## config.mk

```make
export PLATFORM = sky130hd
export DESIGN_NAME = video_test_pattern_pixel_flat
export DESIGN_NICKNAME = d
export VERILOG_FILES = /design/src/vtpp_pkg.sv /design/src/vtpp_ifs.sv /design/src/video_test_pattern_pixel.sv /design/src/flat_wrapper.sv
export SDC_FILE = /design/constraint.sdc
export NUM_CORES = 2
export LEC_CHECK = 0
export ABC_AREA = 0
export BUFFER_PORTS_ARGS = -buffer_cell sky130_fd_sc_hd__buf_4
export CAP_MARGIN = 30
export CORE_MARGIN = 4
export CORE_UTILIZATION = 53
export DETAILED_ROUTE_END_ITERATION = 6
export PLACE_DENSITY = 0.69
export SLEW_MARGIN = 30
export SYNTH_ARGS = -nofsm -noshare
export SYNTH_HDL_FRONTEND = slang
export SYNTH_SLANG_ARGS = --single-unit
```

## constraint.sdc

```tcl
create_clock -name clk -period 12.6 [get_ports clk]
set_clock_uncertainty 0.1 [all_clocks]
set_input_delay 1.89 -clock clk [delete_from_list [all_inputs] [get_ports clk]]
set_output_delay 1.89 -clock clk [all_outputs]
set_load 0.05 [all_outputs]
```

## src/vtpp_pkg.sv

```systemverilog
// ----------------------------------------------------------------------------
// vtpp_pkg: test pattern pixel package
// Types, frame geometry constants, colour table and shape helpers shared by
// the channel interfaces and the pattern pipeline.
// ----------------------------------------------------------------------------
package vtpp_pkg;

	typedef logic [9:0]  coord_t;
	typedef logic [31:0] frame_t;
	typedef logic [7:0]  chan_t;

	typedef struct packed {
		chan_t r;
		chan_t g;
		chan_t b;
	} rgb_t;

	// frame geometry
	localparam coord_t FRAME_W   = 10'd800;
	localparam coord_t FRAME_H   = 10'd600;
	localparam coord_t HEADER_H  = 10'd82;
	localparam coord_t LOWER_TOP = 10'd362;

	// reciprocals for modulo by constant (quotient estimate is low by at most one)
	localparam logic [22:0] RECIP_680 = 23'd6316128;  // floor(2^32 / 680)
	localparam logic [23:0] RECIP_470 = 24'd9138228;  // floor(2^32 / 470)
	localparam logic [24:0] RECIP_240 = 25'd17895697; // floor(2^32 / 240)
	localparam logic [8:0]  RECIP_799 = 9'd328;       // floor(2^18 / 799)
	localparam logic [7:0]  RECIP_3   = 8'd171;       // exact /3 below 256, shift 9

	// colours
	localparam rgb_t HDR_BG     = '{8'd8, 8'd12, 8'd18};
	localparam rgb_t LOGO_GREY  = '{8'd245, 8'd245, 8'd245};
	localparam rgb_t HDR_GREEN  = '{8'd74, 8'd222, 8'd128};
	localparam rgb_t HDR_BLUE   = '{8'd70, 8'd160, 8'd255};
	localparam rgb_t HDR_YELLOW = '{8'd255, 8'd210, 8'd70};
	localparam rgb_t LOWER_BG   = '{8'd22, 8'd26, 8'd32};
	localparam rgb_t GRID_LINE  = '{8'd68, 8'd72, 8'd80};
	localparam rgb_t BLACK      = '{8'd0, 8'd0, 8'd0};
	localparam rgb_t WHITE      = '{8'd255, 8'd255, 8'd255};

	localparam rgb_t BAR_COLOURS [8] = '{
		'{8'd255, 8'd255, 8'd255}, '{8'd255, 8'd255, 8'd0},
		'{8'd0, 8'd255, 8'd255},   '{8'd0, 8'd255, 8'd0},
		'{8'd255, 8'd0, 8'd255},   '{8'd255, 8'd0, 8'd0},
		'{8'd0, 8'd0, 8'd255},     '{8'd20, 8'd20, 8'd20}
	};

	// point inside a rectangle, end bounds exclusive
	function automatic logic in_rect(input coord_t px, input coord_t py,
			input coord_t x0, input coord_t x1, input coord_t y0, input coord_t y1);
		return (px >= x0) && (px < x1) && (py >= y0) && (py < y1);
	endfunction

	// signed 11-bit offset lies in [lo, hi)
	function automatic logic in_span(input logic [10:0] d, input coord_t lo,
			input coord_t hi);
		return !d[10] && (d[9:0] >= lo) && (d[9:0] < hi);
	endfunction

	// value is a multiple of 40 below 800
	function automatic logic on_grid40(input coord_t v);
		logic hit;
		hit = 1'b0;
		for (int i = 0; i < 20; i++) begin
			hit = hit || (v == 10'(40 * i));
		end
		return hit;
	endfunction

	// column band index of the colour bars
	function automatic logic [2:0] bar_index(input coord_t px);
		logic [2:0] idx;
		idx = 3'd0;
		for (int k = 1; k < 8; k++) begin
			idx = idx + 3'(px >= 10'(100 * k));
		end
		return idx;
	endfunction

	// blocky logo letters in the header
	function automatic logic on_logo(input coord_t px, input coord_t py);
		logic hit;
		// H
		hit = in_rect(px, py, 10'd30, 10'd35, 10'd22, 10'd67) ||
			in_rect(px, py, 10'd55, 10'd60, 10'd22, 10'd67) ||
			in_rect(px, py, 10'd30, 10'd60, 10'd42, 10'd47);
		// D
		hit = hit || in_rect(px, py, 10'd70, 10'd75, 10'd22, 10'd67) ||
			in_rect(px, py, 10'd70, 10'd95, 10'd22, 10'd27) ||
			in_rect(px, py, 10'd70, 10'd95, 10'd62, 10'd67) ||
			in_rect(px, py, 10'd95, 10'd100, 10'd27, 10'd62);
		// M posts and diagonals
		hit = hit || in_rect(px, py, 10'd110, 10'd115, 10'd22, 10'd67) ||
			in_rect(px, py, 10'd135, 10'd140, 10'd22, 10'd67);
		for (int i = 0; i < 4; i++) begin
			hit = hit ||
				in_rect(px, py, 10'(115 + 5 * i), 10'(120 + 5 * i),
					10'(27 + 5 * i), 10'(32 + 5 * i)) ||
				in_rect(px, py, 10'(130 - 5 * i), 10'(135 - 5 * i),
					10'(27 + 5 * i), 10'(32 + 5 * i));
		end
		// I
		hit = hit || in_rect(px, py, 10'd150, 10'd180, 10'd22, 10'd27) ||
			in_rect(px, py, 10'd160, 10'd165, 10'd22, 10'd67) ||
			in_rect(px, py, 10'd150, 10'd180, 10'd62, 10'd67);
		return hit;
	endfunction

endpackage

```

## src/vtpp_ifs.sv

```systemverilog
// ----------------------------------------------------------------------------
// vtpp channel interfaces
// Valid/ready channels for pixel coordinates, pixel colours and the mode
// register write.
// ----------------------------------------------------------------------------

// coordinate channel
interface vtpp_coord_if;
	logic              valid;
	logic              ready;
	vtpp_pkg::coord_t  pixel_x;
	vtpp_pkg::coord_t  pixel_y;
	vtpp_pkg::frame_t  frame_number;

	modport source (output valid, output pixel_x, output pixel_y, output frame_number,
		input ready);
	modport sink (input valid, input pixel_x, input pixel_y, input frame_number,
		output ready);
endinterface

// colour channel
interface vtpp_color_if;
	logic             valid;
	logic             ready;
	vtpp_pkg::chan_t  red;
	vtpp_pkg::chan_t  green;
	vtpp_pkg::chan_t  blue;

	modport source (output valid, output red, output green, output blue, input ready);
	modport sink (input valid, input red, input green, input blue, output ready);
endinterface

// mode register write channel
interface vtpp_cfg_if;
	logic valid;
	logic ready;
	logic pattern_mode;

	modport source (output valid, output pattern_mode, input ready);
	modport sink (input valid, input pattern_mode, output ready);
endinterface

```

## src/video_test_pattern_pixel.sv

```systemverilog
// ----------------------------------------------------------------------------
// video_test_pattern_pixel: 800x600 test pattern colour generator
// Returns the RGB888 colour of one pixel of the test frame, with an optional
// frame-driven motion overlay.
// ----------------------------------------------------------------------------
// One coordinate is taken per clock and its colour leaves from the stage 7 register;
// the pipeline streams one pixel per cycle for as long as the colour side takes
// transfers. The latency is set by the modulo-by-constant chain on the frame
// number (multiply, reciprocal quotient, remainder, correction), which runs
// beside the shade divider for the grey ramp. Stalls on the colour side only
// hold the stages that are full, so empty stages keep taking coordinates.
// Pixels outside the 800x600 frame come out black. The mode register is taken
// by a transfer on cfg at any time; it must only change while no pixel is in
// flight.
module video_test_pattern_pixel (
	input  logic                clk,
	input  logic                arst_n,
	vtpp_cfg_if.sink            cfg,
	vtpp_coord_if.sink          coord,
	vtpp_color_if.source        color
);

	// mode register
	logic pattern_mode_q;

	assign cfg.ready = 1'b1;

	always_ff @(posedge clk or negedge arst_n) begin
		if (!arst_n) begin
			pattern_mode_q <= 1'b0;
		end else if (cfg.valid) begin
			pattern_mode_q <= cfg.pattern_mode;
		end
	end

	// stage valids and per-stage load enables
	logic v_s1, v_s2, v_s3, v_s4, v_s5, v_s6, v_s7;
	logic en1, en2, en3, en4, en5, en6, en7;

	assign en7 = !v_s7 || color.ready;
	assign en6 = !v_s6 || en7;
	assign en5 = !v_s5 || en6;
	assign en4 = !v_s4 || en5;
	assign en3 = !v_s3 || en4;
	assign en2 = !v_s2 || en3;
	assign en1 = !v_s1 || en2;
	assign coord.ready = en1;

	always_ff @(posedge clk or negedge arst_n) begin
		if (!arst_n) begin
			v_s1 <= 1'b0;
			v_s2 <= 1'b0;
			v_s3 <= 1'b0;
			v_s4 <= 1'b0;
			v_s5 <= 1'b0;
			v_s6 <= 1'b0;
			v_s7 <= 1'b0;
		end else begin
			if (en1) v_s1 <= coord.valid;
			if (en2) v_s2 <= v_s1;
			if (en3) v_s3 <= v_s2;
			if (en4) v_s4 <= v_s3;
			if (en5) v_s5 <= v_s4;
			if (en6) v_s6 <= v_s5;
			if (en7) v_s7 <= v_s6;
		end
	end

	// stage 1: input register
	vtpp_pkg::coord_t x_s1, y_s1;
	vtpp_pkg::frame_t f_s1;

	always_ff @(posedge clk) begin
		if (en1) begin
			x_s1 <= coord.pixel_x;
			y_s1 <= coord.pixel_y;
			f_s1 <= coord.frame_number;
		end
	end

	// stage 2: scaled frame counts, ramp numerator, pulse
	vtpp_pkg::frame_t w9_s2, w5_s2, f_s2;
	logic [17:0]      xs_s2;
	vtpp_pkg::coord_t x_s2, y_s2;
	vtpp_pkg::chan_t  pulse_s2;
	logic [10:0]      p7;

	assign p7 = {f_s1[7:0], 3'b000} - {3'b000, f_s1[7:0]};

	always_ff @(posedge clk) begin
		if (en2) begin
			w9_s2    <= {f_s1[28:0], 3'b000} + f_s1;
			w5_s2    <= {f_s1[29:0], 2'b00} + f_s1;
			f_s2     <= f_s1;
			xs_s2    <= {x_s1, 8'h00} - {8'h00, x_s1};
			x_s2     <= x_s1;
			y_s2     <= y_s1;
			pulse_s2 <= p7[7:0];
		end
	end

	// stage 3: reciprocal quotient estimates
	logic [63:0] prod9, prod5, prod240;
	logic [26:0] prods;
	logic [22:0] q9_s3;
	logic [23:0] q5_s3;
	logic [24:0] q240_s3;
	vtpp_pkg::chan_t  qs_s3;
	vtpp_pkg::frame_t w9_s3, w5_s3, f_s3;
	logic [17:0]      xs_s3;
	vtpp_pkg::coord_t x_s3, y_s3;
	vtpp_pkg::chan_t  pulse_s3;

	assign prod9   = {32'd0, w9_s2} * {41'd0, vtpp_pkg::RECIP_680};
	assign prod5   = {32'd0, w5_s2} * {40'd0, vtpp_pkg::RECIP_470};
	assign prod240 = {32'd0, f_s2} * {39'd0, vtpp_pkg::RECIP_240};
	assign prods   = {9'd0, xs_s2} * {18'd0, vtpp_pkg::RECIP_799};

	always_ff @(posedge clk) begin
		if (en3) begin
			q9_s3    <= prod9[54:32];
			q5_s3    <= prod5[55:32];
			q240_s3  <= prod240[56:32];
			qs_s3    <= prods[25:18];
			w9_s3    <= w9_s2;
			w5_s3    <= w5_s2;
			f_s3     <= f_s2;
			xs_s3    <= xs_s2;
			x_s3     <= x_s2;
			y_s3     <= y_s2;
			pulse_s3 <= pulse_s2;
		end
	end

	// stage 4: raw remainders, each below twice its divisor
	vtpp_pkg::frame_t t9, t5, t240;
	logic [17:0]      ts;
	logic [10:0]      r9_s4;
	logic [9:0]       r5_s4;
	logic [8:0]       r240_s4;
	logic [10:0]      rs_s4;
	vtpp_pkg::chan_t  qs_s4;
	vtpp_pkg::coord_t x_s4, y_s4;
	vtpp_pkg::chan_t  pulse_s4;

	assign t9   = w9_s3 - {9'd0, q9_s3} * 32'd680;
	assign t5   = w5_s3 - {8'd0, q5_s3} * 32'd470;
	assign t240 = f_s3 - {7'd0, q240_s3} * 32'd240;
	assign ts   = xs_s3 - {10'd0, qs_s3} * 18'd799;

	always_ff @(posedge clk) begin
		if (en4) begin
			r9_s4    <= t9[10:0];
			r5_s4    <= t5[9:0];
			r240_s4  <= t240[8:0];
			rs_s4    <= ts[10:0];
			qs_s4    <= qs_s3;
			x_s4     <= x_s3;
			y_s4     <= y_s3;
			pulse_s4 <= pulse_s3;
		end
	end

	// stage 5: remainder correction and ramp shade
	logic [10:0]      c9;
	logic [9:0]       c5;
	logic [8:0]       c240;
	logic [9:0]       m9_s5;
	logic [8:0]       m5_s5;
	logic [7:0]       m240_s5;
	vtpp_pkg::chan_t  shade_s5;
	vtpp_pkg::coord_t x_s5, y_s5;
	vtpp_pkg::chan_t  pulse_s5;

	assign c9   = (r9_s4 >= 11'd680) ? r9_s4 - 11'd680 : r9_s4;
	assign c5   = (r5_s4 >= 10'd470) ? r5_s4 - 10'd470 : r5_s4;
	assign c240 = (r240_s4 >= 9'd240) ? r240_s4 - 9'd240 : r240_s4;

	always_ff @(posedge clk) begin
		if (en5) begin
			m9_s5    <= c9[9:0];
			m5_s5    <= c5[8:0];
			m240_s5  <= c240[7:0];
			shade_s5 <= qs_s4 + 8'(rs_s4 >= 11'd799);
			x_s5     <= x_s4;
			y_s5     <= y_s4;
			pulse_s5 <= pulse_s4;
		end
	end

	// stage 5 logic: base layers in painter's order
	vtpp_pkg::rgb_t   base;
	vtpp_pkg::coord_t ylow, ybox, xbox;
	logic             inf;
	logic [15:0]      div3;

	assign inf  = (x_s5 < vtpp_pkg::FRAME_W) && (y_s5 < vtpp_pkg::FRAME_H);
	assign ylow = y_s5 - vtpp_pkg::LOWER_TOP;
	assign ybox = y_s5 - 10'd396;
	assign xbox = x_s5 - 10'd36;
	assign div3 = {8'd0, m240_s5} * {8'd0, vtpp_pkg::RECIP_3};

	always_comb begin
		base = vtpp_pkg::BLACK;
		if (!inf) begin
			base = vtpp_pkg::BLACK;
		end else if (y_s5 < vtpp_pkg::HEADER_H) begin
			base = vtpp_pkg::HDR_BG;
			if (vtpp_pkg::on_logo(x_s5, y_s5)) base = vtpp_pkg::LOGO_GREY;
			if (vtpp_pkg::in_rect(x_s5, y_s5, 10'd300, 10'd520, 10'd26, 10'd36))
				base = vtpp_pkg::HDR_GREEN;
			if (vtpp_pkg::in_rect(x_s5, y_s5, 10'd300, 10'd620, 10'd44, 10'd54))
				base = vtpp_pkg::HDR_BLUE;
			if (vtpp_pkg::in_rect(x_s5, y_s5, 10'd300, 10'd450, 10'd62, 10'd72))
				base = vtpp_pkg::HDR_YELLOW;
		end else if (y_s5 < vtpp_pkg::LOWER_TOP) begin
			base = vtpp_pkg::BAR_COLOURS[vtpp_pkg::bar_index(x_s5)];
		end else begin
			base = vtpp_pkg::LOWER_BG;
			if (vtpp_pkg::on_grid40(x_s5) || vtpp_pkg::on_grid40(ylow))
				base = vtpp_pkg::GRID_LINE;
			if (y_s5 >= 10'd500 && y_s5 < 10'd556)
				base = '{shade_s5, shade_s5, shade_s5};
			if (vtpp_pkg::in_rect(x_s5, y_s5, 10'd30, 10'd250, 10'd390, 10'd462))
				base = vtpp_pkg::BLACK;
			if (vtpp_pkg::in_rect(x_s5, y_s5, 10'd36, 10'd244, 10'd396, 10'd456)) begin
				if (ybox[2:0] == 3'd0 || xbox[2:0] == 3'd0) base = vtpp_pkg::BLACK;
				else base = vtpp_pkg::WHITE;
			end
		end
	end

	// stage 6: base colour and overlay positions
	vtpp_pkg::rgb_t   base_s6;
	vtpp_pkg::coord_t bx_s6, by_s6, scan_s6, x_s6, y_s6;
	vtpp_pkg::chan_t  pulse_s6;
	logic             inf_s6;

	always_ff @(posedge clk) begin
		if (en6) begin
			base_s6  <= base;
			bx_s6    <= 10'd40 + m9_s5;
			by_s6    <= 10'd390 + {3'd0, div3[15:9]};
			scan_s6  <= 10'd82 + {1'b0, m5_s5};
			x_s6     <= x_s5;
			y_s6     <= y_s5;
			pulse_s6 <= pulse_s5;
			inf_s6   <= inf;
		end
	end

	// stage 6 logic: motion overlay on top of the base colour
	logic [10:0]     dx, dy, ds;
	logic [8:0]      lift;
	vtpp_pkg::rgb_t  pix;

	assign dx   = {1'b0, x_s6} - {1'b0, bx_s6};
	assign dy   = {1'b0, y_s6} - {1'b0, by_s6};
	assign ds   = {1'b0, y_s6} - {1'b0, scan_s6};
	assign lift = {1'b0, pulse_s6} + 9'd40;

	always_comb begin
		pix = base_s6;
		if (pattern_mode_q && inf_s6) begin
			if (vtpp_pkg::in_span(dx, 10'd0, 10'd96) && vtpp_pkg::in_span(dy, 10'd0, 10'd58))
				pix = vtpp_pkg::WHITE;
			if (vtpp_pkg::in_span(dx, 10'd6, 10'd90) && vtpp_pkg::in_span(dy, 10'd6, 10'd52))
				pix = vtpp_pkg::BLACK;
			if (vtpp_pkg::in_span(dx, 10'd14, 10'd82) &&
					vtpp_pkg::in_span(dy, 10'd14, 10'd44))
				pix = '{~pulse_s6, 8'd80 + {1'b0, pulse_s6[7:1]}, 8'd255};
			if (vtpp_pkg::in_span(ds, 10'd0, 10'd3))
				pix = vtpp_pkg::WHITE;
			if (vtpp_pkg::in_rect(x_s6, y_s6, 10'd640, 10'd768, 10'd24, 10'd68))
				pix = '{lift[8] ? 8'd255 : lift[7:0], 8'd255,
					8'd255 - {1'b0, pulse_s6[7:1]}};
		end
	end

	// stage 7: output register
	vtpp_pkg::rgb_t rgb_s7;

	always_ff @(posedge clk) begin
		if (en7) begin
			rgb_s7 <= pix;
		end
	end

	assign color.valid = v_s7;
	assign color.red   = rgb_s7.r;
	assign color.green = rgb_s7.g;
	assign color.blue  = rgb_s7.b;

	// an accepted coordinate always enters the first stage
	a_accept_enters: assert property (@(posedge clk) disable iff (!arst_n)
		coord.valid && coord.ready |=> v_s1)
		else $error("accepted coordinate lost at stage 1");

	// corrected remainders stay below their divisors
	a_mod_range: assert property (@(posedge clk) disable iff (!arst_n)
		v_s5 |-> (m9_s5 < 10'd680) && (m5_s5 < 9'd470) && (m240_s5 < 8'd240))
		else $error("modulo correction out of range");

	// without motion the output is the base colour
	a_static_base: assert property (@(posedge clk) disable iff (!arst_n)
		v_s6 && en7 && !pattern_mode_q |=> rgb_s7 == $past(base_s6))
		else $error("static pattern altered by overlay");

endmodule
```

## src/flat_wrapper.sv

```systemverilog
// flat-port wrapper written by rule: the top's interface ports become plain ports
module video_test_pattern_pixel_flat 
  (clk, arst_n, cfg_valid, cfg_pattern_mode, cfg_ready, coord_valid, coord_pixel_x, coord_pixel_y, coord_frame_number, coord_ready, color_valid, color_red, color_green, color_blue, color_ready);
  vtpp_cfg_if cfg_i ();
  vtpp_coord_if coord_i ();
  vtpp_color_if color_i ();
  input  logic clk;
  input  logic arst_n;
  input wire logic [$bits(cfg_i.valid)-1:0] cfg_valid;
  input wire logic [$bits(cfg_i.pattern_mode)-1:0] cfg_pattern_mode;
  output wire logic [$bits(cfg_i.ready)-1:0] cfg_ready;
  input wire logic [$bits(coord_i.valid)-1:0] coord_valid;
  input wire logic [$bits(coord_i.pixel_x)-1:0] coord_pixel_x;
  input wire logic [$bits(coord_i.pixel_y)-1:0] coord_pixel_y;
  input wire logic [$bits(coord_i.frame_number)-1:0] coord_frame_number;
  output wire logic [$bits(coord_i.ready)-1:0] coord_ready;
  output wire logic [$bits(color_i.valid)-1:0] color_valid;
  output wire logic [$bits(color_i.red)-1:0] color_red;
  output wire logic [$bits(color_i.green)-1:0] color_green;
  output wire logic [$bits(color_i.blue)-1:0] color_blue;
  input wire logic [$bits(color_i.ready)-1:0] color_ready;
  assign cfg_i.valid = cfg_valid;
  assign cfg_i.pattern_mode = cfg_pattern_mode;
  assign cfg_ready = cfg_i.ready;
  assign coord_i.valid = coord_valid;
  assign coord_i.pixel_x = coord_pixel_x;
  assign coord_i.pixel_y = coord_pixel_y;
  assign coord_i.frame_number = coord_frame_number;
  assign coord_ready = coord_i.ready;
  assign color_valid = color_i.valid;
  assign color_red = color_i.red;
  assign color_green = color_i.green;
  assign color_blue = color_i.blue;
  assign color_i.ready = color_ready;
  video_test_pattern_pixel u_core (.clk(clk), .arst_n(arst_n), .cfg(cfg_i), .coord(coord_i), .color(color_i));
endmodule
```

==> flow_metrics.tcl <==
set metrics [dict create \
    route.final.wire_length_mm 95.7 \
    drv_cap 0 \
    floorplan.initialDensity_pct 53.8 \
    clkSlewWorstSetupHoldPaths_ns 0.06 \
    slowest_stage_cell_cp "nor2b_1" \
    drt_iter0_drc 1509 \
    first_global_vias 30100 \
    via_count 28900 \
    growth_of_design_area_from_synthesis_to_finish_pct 8.41 \
    design.core.area_mm2 0.0858 \
    layout-drive-gt1-share_pct 5.74 \
    grt_use_total_pct 21.7 \
    cell_taking_the_most_area_after_synthesis "edfxtp_1" \
    worst_slew_margin_rel_pct 38.5 \
    cts-htree-levels 2 \
    timing.critical_path.max_delay_family "simple AND/OR/NAND/NOR gates" \
    synthesis.yosys.warnings 0 \
    setup-tns-final_ns 0 \
    path_class "input port to output pin" \
    syn-instance-count 4037 \
    cts.root.buffer_cell "clkbuf_16" \
    worst_pin_slew_ns 0.922 \
    place_congestion 0.933 \
    row_count 107 \
    hpwlAfterDp_mm 77.7 \
    clkSinkCount 522 \
    critical_path_data_required_time_ns 10.61 \
    drt_pre_antenna_iters 5 \
    finalCriticalPeriod_ns 7.06 \
    synth_seq_cells 522 \
    syn_area_mm2 0.0461 \
    cts_tree "done" \
    worstHoldPathType "flip-flop to flip-flop" \
    dpl.cell_count 5217 \
    clk_latency_ns 0.63 \
    cp_data_arrival_time_ns 5.07 \
    worst_path_most_repeated_cell "buf_4" \
    timing.final.hold_violations 0 \
    ys_flop_type "edfxtp_1" \
    drc 0 \
    mappedNetlistNets 5247 \
    cts_hold_repair.buffers 0 \
    slew_viol_final 0 \
    fin_cells 5323 \
    run_status "finished clean" \
    nNetsFinal 5343 \
    crit_path_cell_trace "buf_4, nor2b_1, nand3_4, buf_12, nor2_1, nand4_1, buf_4, buf_4" \
    crit_path_end_kind "output pin" \
    critical_path.startpoint_type "input port" \
    place.port_buffers 83 \
    post_synth.cell_area_avg_um2 11.4 \
    synth_seq_area_share_pct 33.9 \
    cts_max_path_buffers 3 \
    layout_commonest_cell "inv_1" \
    critical_path.max_fanout 47 \
    cts.repair_timing.setup_buffer_count 0 \
    numCtsBuffers 57 \
    worst_path_largest_cell_delay_ns 0.53 \
    synth-async-reset-ratio_pct 1.53 \
    most-common-layout-cells "inv_1 (805), ha_1 (731), edfxtp_1 (514), fa_1 (421), a21oi_1 (180)" \
    synth_top_area_share_pct 33.5 \
    cts-resized-gates 0 \
    grt_first_pass_wirelength_mm 158 \
    synth.lib_cells_used.distinct 93 \
    die_w_um 303 \
    hold_ws_ns 0.291 \
    detail_route.wl_per_cell_um 18.0 \
    antenna_found_initial 0 \
    insertedDiodeCount 0 \
    worst-path-buf-inv 4 \
    number_of_primary_i_o_pins 85 \
    fillerInstances 7084 \
    layout_worst_path_cycle_share_pct 56.1 \
    synth.top_cells.by_area "edfxtp_1 (33%), ha_1 (20%), fa_1 (18%)" \
    post_drt_via_cell_ratio 5.42 \
    fmax_ghz 0.142 \
    fp.dieH_um 303 \
    postRouteAntennaNets 0 \
    report.final.setup_viol 0 \
    grt_max_degree 83 \
    design.die.area_mm2 0.0918 \
    number_of_enable_flip_flop_cells_after_synthesis 514 \
    grt-ovfl-total 0 \
    setup_repair_after_global_routing_missed_its_margin "false" \
]
==> kinds of logic after synthesis <==
kind of cell | Yosys count | synth area share (%)
flops | 522 | 33.9
buf+inv | 865 | 7.19
simple gates | 571 | 6.14
xor+xnor | 255 | 4.84
fa+ha+maj | 1152 | 38.1
mux | 11 | 0.247
compound gates | 660 | 9.59
other cells | 1 | 0.00813
==> registers in the layout, summed over array words and instances (netlist names), 10 cells and up <==
register	cells
u_core.f_s1	32
u_core.f_s2	31
u_core.w5_s2	30
u_core.w9_s2	29
u_core.base_s6	24
u_core.xs_s2	17
u_core.rs_s4	11
u_core.xs_s3	11
u_core.by_s6	10
u_core.x_s1	10
u_core.x_s2	10
u_core.x_s4	10
u_core.x_s5	10
u_core.x_s6	10
u_core.y_s1	10
u_core.y_s2	10
u_core.y_s3	10
u_core.y_s4	10
u_core.y_s5	10
u_core.y_s6	10
==> per-layer routing <==
layer | track usage (%) | vias up | part of all wire [%]
met1 | 29.3 | 14000 | 44
met5 | 0 | - | 0
met4 | 6.12 | 0 | 2.9
met3 | 3.21 | 147 | 4.8
li1 | - | 14100 | -
met2 | 37.0 | 605 | 48
==> layout make-up <==
type / count / area, um2 / area share [%]
multi-input combinational: 2650 / 27200 / 54.5
sequential: 522 / 15600 / 31.3
inverter: 808 / 3030 / 6.06
clock buffer: 67 / 1510 / 3.01
tap: 1144 / 1430 / 2.86
timing repair buffer: 94 / 718 / 1.44
clock inverter: 38 / 449 / 0.898
==> metrics by stage <==
stage	utilization [%]	area, um2	setup WS, ns
final	58.3	50000	5.54
after global routing	58.3	50000	5.27
after CTS	58.2	50000	5.13
after detailed placement	56.0	48000	5.12
after global placement	56.0	48000	5.42
after floorplan	-	46100	3.71
==> worst paths after layout <==
check	start	to	slack (ns)	cells past startpoint
setup reg to reg	u_core.w5_s2[13]$_DFFE_PP_	u_core.q5_s3[8]$_DFFE_PP_	5.78	19
max in group asynchronous	arst_n	u_core.v_s4$_DFFE_PN0P_	11.22	1
hold reg to reg	u_core.pulse_s2[3]$_DFFE_PP_	u_core.pulse_s3[3]$_DFFE_PP_	0.29	0
setup / recovery	color_ready	coord_ready	5.54	8
hold / removal	u_core.pulse_s2[3]$_DFFE_PP_	u_core.pulse_s3[3]$_DFFE_PP_	0.29	0
min in group asynchronous	arst_n	u_core.v_s6$_DFFE_PN0P_	1.01	1
==> synth_stat cells (all sizes together) (45+ instances only) <==
cell type and number:
inv 806, ha 731, edfxtp 514, fa 421, a21oi 180, xnor2 173
nor2 152, nand2 136, o21ai 125, xor2 82, a21o 58, nand3 45
==> worst register-to-register path, stage by stage, from the launching register on <==
cell and delay, ns:
edfxtp_1 0.61, fa_1 0.56, ha_1 0.30, inv_1 0.08
fa_1 0.43, fa_1 0.50, inv_1 0.06, fa_1 0.50
fa_1 0.52, fa_1 0.50, ha_1 0.34, nand4_1 0.19
a2111o_1 0.32, a31oi_1 0.14, o31ai_1 0.15, a311oi_1 0.49
a2111oi_2 0.12, o31ai_1 0.35, a21oi_1 0.13, xnor2_1 0.14
Power is left out: the tool's default activity adds up to more than one toggle a clock period on the data nets, which glitch-free logic cannot reach.
